### src/rtl/core/rvdf_pkg.sv
// Shared types and constants for the recent-value duplicate filter.
// No dependencies; used by the cell, the hit reducer and the top level.
package rvdf_pkg;

  localparam int DATA_W  = 32;  // width of one stored value
  localparam int GROUP_W = 32;  // match bits folded per reducer group
  localparam int OUT_W   = 8;   // result tdata, padded to a whole byte

  // Per-item sequence through the cell row.
  typedef enum logic [1:0] {
    ST_IDLE,
    ST_CMP,
    ST_RED,
    ST_FIN
  } state_t;

  // Control broadcast from the sequencer to every cell.
  typedef struct packed {
    logic cmp;    // register this cell's match against the candidate
    logic shift;  // take the neighbor's value (cell 0 takes the candidate)
  } cell_ctrl_t;

endpackage

### src/rtl/core/rvdf_hit_reduce.sv
// OR of all cell match bits: each group of GROUP_W folded into a registered flag,
// then the group flags folded combinationally into one hit. Uses rvdf_pkg.
module rvdf_hit_reduce #(
  parameter int DEPTH = 64
) (
  input  logic             clk,
  input  logic [DEPTH-1:0] match,
  output logic             hit
);

  localparam int NGRP  = (DEPTH + rvdf_pkg::GROUP_W - 1) / rvdf_pkg::GROUP_W;
  localparam int PAD_W = NGRP * rvdf_pkg::GROUP_W;

  logic [PAD_W-1:0] match_pad;
  logic [NGRP-1:0]  grp_r;

  assign match_pad = PAD_W'(match);

  always_ff @(posedge clk) begin
    for (int g = 0; g < NGRP; g++) begin
      grp_r[g] <= |match_pad[g*rvdf_pkg::GROUP_W +: rvdf_pkg::GROUP_W];
    end
  end

  assign hit = |grp_r;

endmodule

### config.mk
export PLATFORM = sky130hd
export DESIGN_NAME = rvdf_hit_reduce
export DESIGN_NICKNAME = d
export VERILOG_FILES = /design/src/rtl/core/rvdf_pkg.sv /design/src/rtl/core/rvdf_hit_reduce.sv
export SDC_FILE = /design/constraint.sdc
export NUM_CORES = 1
export LEC_CHECK = 0
export ABC_AREA = 1
export BUFFER_PORTS_ARGS = -buffer_cell sky130_fd_sc_hd__buf_4
export CORE_MARGIN = 4
export CORE_UTILIZATION = 28
export CTS_BUF_LIST = sky130_fd_sc_hd__clkbuf_4
export DETAILED_ROUTE_END_ITERATION = 10
export PLACE_DENSITY = 0.9
export SLEW_MARGIN = 40
export SYNTH_ARGS = -nofsm -noshare
export SYNTH_HDL_FRONTEND = slang
export SYNTH_SLANG_ARGS = --single-unit
### constraint.sdc
create_clock -name clk -period 0.9 [get_ports clk]
set_clock_uncertainty 0.15 [all_clocks]
set_input_delay 0.045 -clock clk [delete_from_list [all_inputs] [get_ports clk]]
set_output_delay 0.045 -clock clk [all_outputs]
set_load 0.02 [all_outputs]
==> impl_metrics.ini <==
[layout]
fin_nets = 228
reg_top3 = grp_r x2
seqCellArea_sq_um = 40.0
fin_cells = 176
drive_gt1_share_pct = 44.1
largest_register_ffs = 2
final_util_pct = 70.5
syn_to_final_growth_pct = 133
multi_input_area_sq_um = 246
top_register = grp_r
num_antenna_cells = 0
fill_cells = 132

[grt]
met1_usage_pct = 13.2
grt_overflow = 0
grt-busiest-layer = met2
grtUsageTotal_pct = 14.9
grt_max_degree = 3
grtUsageMet2_pct = 30.5
antenna_found_initial = 0
grt_pass1_wl_um = 2390
first_global_vias = 681
met3_usage_pct = 4.35

[job]
cap_violations = 0

[hold_path]
hold-path-cell-count = 5
min_to = grp_r[0]
hold_path_class = in2reg
hold_start = match[28]

[synth]
yosys.area.top_type_share_pct = 29.7
synth_area_leaders = inv_1 (30%), nor2_1 (24%), nand2_1 (22%)
yosysMostFrequentCell = inv_1
synth_top_cell_by_area = inv_1
synth_commonest_cells = inv_1 (32), nor2_1 (26), nand2_1 (24), and2_1 (4)
synth_area_per_cell_sq_um = 4.35
synthArstFlopShare_pct = 0
synth-seq-cells = 2
yosysUniqueCellTypes = 8
synth_fp_nets = 158
synth-edff-count = 0
synth_top_flop_cell = dfxtp_1
yosysWarnings = 0
synth-seq-area-share_pct = 9.91
syn_inst = 93
synthesis.area_sq_um = 404

[routing]
drc = 0
wl_um = 1550
dr.first_iter.drc_count = 7
dr_total_vias = 709
final_antenna_net_count = 0
wire_per_inst_um = 8.80
first_pass_iters = 5
drt-vias-per-instance = 4.03

[timing]
fin_ws_ns = -0.171
rsz0062_at_grt = true
max_slew_margin_pct = 93.5
fin_crit_ns = 1.07
hold_viol_final = 2
setup_viol_count_final = 1
whs_ns = -0.0392
maxSlewViolCount = 0
tightest_slew_ns = 0.0976
fmax_mhz = 934
period_share_pct = 119

[critical_path]
cp_num_buf_inv = 1
path_class = reg2out
crit_slowest_cell = dfxtp_1
cpLargestDelayFamily = flip-flops
startpoint = grp_r[1]
critPathCaptureType = primary output
cp.arrival_ns = 0.88
crit_chain = or2_4 > buf_6
worstPathRequired_ns = 0.70
startpoint_type = register
crit_path_max_fanout = 1
max_stage_delay_ns = 0.29

[clocking]
cts_root_buffer = clkbuf_4
cts_tree = built
cts.sinks = 2
h-tree-depth = 1
cts_buffer_depth = 2
cts_setup_buffers = 0
cts_made_buffers = 3
clk_pin_slew_ns = 0.03

[die]
pin_count = 66
fp.coreArea_sq_mm = 0.00133
die_area_sq_mm = 0.00212
rows = 13
die_w_um = 46.0
dieHeight_um = 46.0
start_util_pct = 30.3

[power]
total_leakage_power_nw = 0.607
power_mw = 0.571
ir_worst_vdd_v = 0.000323
p_per_area_mw_per_mm2 = 608

[placed_design]
portBuffers = 65
dp_cells = 173
gp_routability_congestion = 0.637
dp_hpwl_um = 1420

[outcome]
violations = negative hold slack, negative setup slack
status = finished with violations
## logic make-up (layout without fill, tap and decap cells)
family / after synthesis / after routing / synth area share [%]
buffers and inverters: 32 / 100 / 29.7
flip-flops: 2 / 2 / 9.91
AND/OR/NAND/NOR: 59 / 59 / 60.4
## metal layers
| layer | up-vias | routed length (um) | share of wire [%] |
|---|---|---|---|
| met5 | - | 0 | 0 |
| met4 | 0 | 0 | 0 |
| met3 | 0 | 298 | 19 |
| met2 | 55 | 776 | 50 |
| met1 | 267 | 473 | 31 |
| li1 | 387 | - | - |
## cell usage in the layout (no fill, tap or decap)
master / Yosys / final
and2_1: 4 / 4
buf_4: 0 / 64
buf_6: 0 / 1
clkbuf_4: 0 / 3
dfxtp_1: 2 / 2
inv_1: 32 / 32
nand2_1: 24 / 24
nand4_1: 2 / 2
nor2_1: 26 / 26
nor2_2: 2 / 2
or2_4: 0 / 1
## layout make-up
cell class              count  share of cell area (%)
flip-flops and latches      2                    4.26
multi-input cells          59                    26.2
inverters                  32                    12.8
clock buffers               3                    2.40
repair buffers             65                    52.3
well taps                  15                    2.00
## stage by stage
step | TNS (ns) | worst slack (ns) | hold slack, ns | instance area (sq um)
4_1_cts | -0.175 | -0.175 | -0.0447 | 940
5_1_grt | -0.193 | -0.193 | -0.0361 | 940
3_5_place_dp | -0.00374 | -0.00374 | 0.186 | 911
2_1_floorplan | 0 | 0.0938 | 0.0674 | 404
6_report | -0.171 | -0.171 | -0.0392 | 940
3_3_place_gp | -0.000287 | -0.000287 | 0.175 | 911
## worst max-delay path by stage
| stage | to | cells after the start |
|---|---|---|
| after CTS | hit | 2 |
| after floorplan | hit | 1 |
| after global placement | hit | 2 |
| after detailed placement | hit | 2 |
| final | hit | 2 |
| after global routing | hit | 2 |
## where the power goes
part | internal [mW] | switching [mW]
combinational | 0.203 | 0.0748
sequential | 0.0892 | 0.0000000000163
clock | 0.148 | 0.0556
total | 0.441 | 0.130
## timing repair
action	CTS	global route
resized for setup	2	0
endpoints found under the setup margin	1	1
endpoints found under the hold margin	2	2
pin swaps	1	1
(Power assumes the default switching activity.)
