**src/rtl/core/rvdf_pkg.sv**
```systemverilog
// Shared types and constants for the recent-value duplicate filter.
// No dependencies; used by the cell, the hit reducer and the top level.
package rvdf_pkg;

  localparam int DATA_W  = 32;  // width of one stored value
  localparam int GROUP_W = 32;  // match bits folded per reducer group
  localparam int OUT_W   = 8;   // result tdata, padded to a whole byte

  // Per-item sequence through the cell row.
  typedef enum logic [1:0] {
    ST_IDLE,
    ST_CMP,
    ST_RED,
    ST_FIN
  } state_t;

  // Control broadcast from the sequencer to every cell.
  typedef struct packed {
    logic cmp;    // register this cell's match against the candidate
    logic shift;  // take the neighbor's value (cell 0 takes the candidate)
  } cell_ctrl_t;

endpackage

```
**src/rtl/core/rvdf_cell.sv**
```systemverilog
// One entry of the recent-value window: holds a value, compares it with the
// candidate and passes it on to the next cell on an insert. Uses rvdf_pkg.
module rvdf_cell (
  input  logic                       clk,
  input  logic                       rst_n,
  input  rvdf_pkg::cell_ctrl_t       ctrl,
  input  logic [rvdf_pkg::DATA_W-1:0] cand,
  input  logic [rvdf_pkg::DATA_W-1:0] prev_val,
  output logic [rvdf_pkg::DATA_W-1:0] val_r,
  output logic                       match_r
);

  // Entries reset to zero, so zero counts as seen until pushed out.
  always_ff @(posedge clk) begin
    if (!rst_n) begin
      val_r <= '0;
    end else if (ctrl.shift) begin
      val_r <= prev_val;
    end
  end

  always_ff @(posedge clk) begin
    if (ctrl.cmp) begin
      match_r <= (val_r == cand);
    end
  end

endmodule

```
**config.mk**
```make
export PLATFORM = sky130hd
export DESIGN_NAME = rvdf_cell
export DESIGN_NICKNAME = d
export VERILOG_FILES = /design/src/rtl/core/rvdf_pkg.sv /design/src/rtl/core/rvdf_cell.sv
export SDC_FILE = /design/constraint.sdc
export NUM_CORES = 1
export LEC_CHECK = 0
export ABC_AREA = 1
export BUFFER_PORTS_ARGS = -buffer_cell sky130_fd_sc_hd__clkbuf_2
export CORE_MARGIN = 2
export CORE_UTILIZATION = 43
export DETAILED_ROUTE_END_ITERATION = 16
export HOLD_SLACK_MARGIN = 0.1
export PLACE_DENSITY_LB_ADDON = 0.08
export SYNTH_ARGS = -nofsm -noshare
export SYNTH_HDL_FRONTEND = slang
export SYNTH_SLANG_ARGS = --single-unit
```
**constraint.sdc**
```tcl
create_clock -name clk -period 1 [get_ports clk]
set_input_delay 0.15 -clock clk [delete_from_list [all_inputs] [get_ports clk]]
set_output_delay 0.15 -clock clk [all_outputs]
set_load 0.02 [all_outputs]
```
==> reports/results.tsv <==
stage	metric	value	unit
status	outcome	complete, but fails checks	
status	violated checks	setup timing	
critical_path	CP max stage cell	dfxtp_4	
floorplan	die area	4520	um2
critical_path	type of origin of the critical path	flop	
final_layout	ant diodes	0	
critical_path	Worst path max stage delay	350	ps
clocking	H-tree depth	2	
power_and_ir_drop	leak pwr	1.57	nW
power_and_ir_drop	VDD IR max	0.000911	V
logic_synthesis	Synthesis Warnings	0	
floorplan	Boundary Pins	101	
critical_path	CP arrival	1210	ps
clocking	CTS Buf Count	5	
global_routing	vias in the first global route	1822	
clocking	clk slew on worst S/H paths	60	ps
clocking	Clock Latency Late Sink	290	ps
power_and_ir_drop	Net Sw Frac	0.300	
routing	post-route ant nets	0	
logic_synthesis	flops & latches, synth	33	
sta	Setup TNS	-65.5	ps
routing	drt pass-1 iters	4	
power_and_ir_drop	Pint	2.34	mW
placed_design	Placer Congestion	0.834	
final_layout	ratio of cells with drive above 1 in the final layout	0.403	
routing	# DRC	0	
power_and_ir_drop	Reg power frac	0.447	
routing	routed wire length	4910	um
logic_synthesis	sequential share of the synthesized area	0.390	
min_path	Hold/Removal Path Class	input port to flop	
sta	Final Skew	2.67	ps
critical_path	worst-path cell chain	inv_2, nand2_2, nand2_1, nor2_1, nand2_1, nor2_2, nand2_1, nor2_1	
sta	Final Hold Viols	0	
power_and_ir_drop	Pwr Total	3.34	mW
placed_design	PortBufs	100	
routing	First DRT Iteration DRCs	64	
global_routing	grt ovf	0	
sta	Tcrit/Tclk final	1.05	
routing	Avg WL per Cell	10.4	um
global_routing	first-pass GRT wire length	7540	um
power_and_ir_drop	Clock power frac	0.289	
sta	fin. max-slew vios	0	
logic_synthesis	Post-Syn Instances	289	
placed_design	Area after DPL	2480	um2
logic_synthesis	syn_area_per_cell	5.95	um2
final_layout	Final nets	489	
critical_path	critical setup path kind	flop to flop	
power_and_ir_drop	Psw	1.00	mW
critical_path	Worst EP required	1150	ps
clocking	clock buffer depth	2	
floorplan	die height	67.2	um
final_layout	synthesis-to-finish area growth	61.6	%
final_layout	most frequent cells in the layout	92 x clkbuf_2, 75 x nand2_1, 65 x nor2_1	
placed_design	Detailed Place HPWL	3550	um
floorplan	Starting Density	0.459	
global_routing	initial antenna violation count	0	
clocking	clock sink total	33	
critical_path	crit-path max FO	3	
power_and_ir_drop	Comb pwr share	0.264	
logic_synthesis	Post-Synthesis Net Count	357	
sta	hold_ws	105	ps
logic_synthesis	post-synth design cell area	1720	um2
floorplan	Die X	67.2	um
sta	RSZ-0062 raised after global routing	true	
global_routing	largest net degree at the start of global routing	33	
global_routing	Total Routing Usage GR	0.225	
job	Max Cap Violations	0	
routing	vias per inst	4.41	
clocking	CTS tree	done	
clocking	postcts setup bufs	0	
logic_synthesis	Yosys cell types	13	
critical_path	buffers and inverters on the worst path	1	
sta	relative slew slack	0.858	
sta	final worst setup slack	-54.7	ps
final_layout	post-route cell area	2780	um2
critical_path	CP endpoint kind	flop	
final_layout	commonest non-fill, non-tap cell in the layout	clkbuf_2	
floorplan	row count	22	
routing	Via Count	2073	
sta	Tmin final	1050	ps
sta	setup violators final	4	
sta	measured slew at the worst slew-check pin	210	ps
clocking	Root Driver	clkbuf_8	
power_and_ir_drop	pwr/cell area	1200	nW/um2
critical_path	Largest delay share family, worst path	simple AND/OR/NAND/NOR gates	
floorplan	Core Area	3740	um2
sta	Max Freq	948	MHz
critical_path	CP most frequent cell	nand2_1	
==> cell families after synthesis <==
| group | Yosys count | share of synthesized area |
|---|---|---|
| flops | 33 | 0.390 |
| xor+xnor | 3 | 0.0153 |
| simple gates | 144 | 0.314 |
| compound gates | 51 | 0.148 |
| buf+inv | 58 | 0.132 |
==> routing by layer <==
metal,vias up,part of all wire,GRT usage
li1,1134,-,-
met1,868,0.41,0.243
met2,63,0.50,0.403
met3,8,0.068,0.0733
met4,0,0.019,0.0918
met5,-,0,0
==> cell usage after synthesis, drive strengths merged <==
cell type  count  area [um2]
a21oi         19        95.1
buf            6        30.0
clkbuf         3        12.5
dfxtp         32         641
edfxtp         1        30.0
inv           49         184
nand2         77         289
nor2          67         251
o21ai         32         160
xor2           3        26.3
==> tightest hold or removal path, delay by kind of cell <==
kind | cells | cell delay (ps)
AND/OR/NAND/NOR | 2 | 130
buffers and inverters | 1 | 70
==> cell type report <==
class	instances	area, um2
Inverter	49	184
Fill cell	323	965
Clock buffer	8	80.1
Sequential cell	33	738
Timing Repair Buffer	134	885
Multi-Input combinational cell	198	832
Tap cell	48	60.1
==> repair_timing <==
item / CTS / global route
resized for setup: 23 / 14
setup endpoints to repair: 7 / 8
hold buffers: 13 / 0
hold endpoints to repair: 13 / 0
pin swaps: 12 / 15
==> sequential cells by signal, indices dropped and copies added (netlist names) <==
register / count
match_r: 1
val_r: 32
==> worst paths after layout <==
kind | startpoint | slack (ps) | endpoint | cells past startpoint
max | val_r[22] | -50 | match_r | 8
min | prev_val[1] | 100 | val_r[1] | 3
max reg2reg | val_r[22] | -50 | match_r | 8
min reg2reg | val_r[31] | 460 | val_r[31] | 2
==> metrics by stage <==
step	worst slack, ps	instances	utilization
after floorplan	2.24	289	-
after CTS	-56.0	470	0.738
after global routing	-162	470	0.742
final	-54.7	470	0.742
after global placement	-74.3	450	0.663
after detailed placement	-85.3	450	0.663
==> power groups by stage <==
stage               clock network (mW)  registers [mW]  logic, mW
finish                           0.965            1.49      0.882
global placement                     0            1.51      0.779
CTS                               1.00            1.49      0.866
detailed placement                   0            1.52      0.791
global route                      1.04            1.51      0.987
floorplan                            0            1.63      0.306
Power figures use the tool's default switching activity.
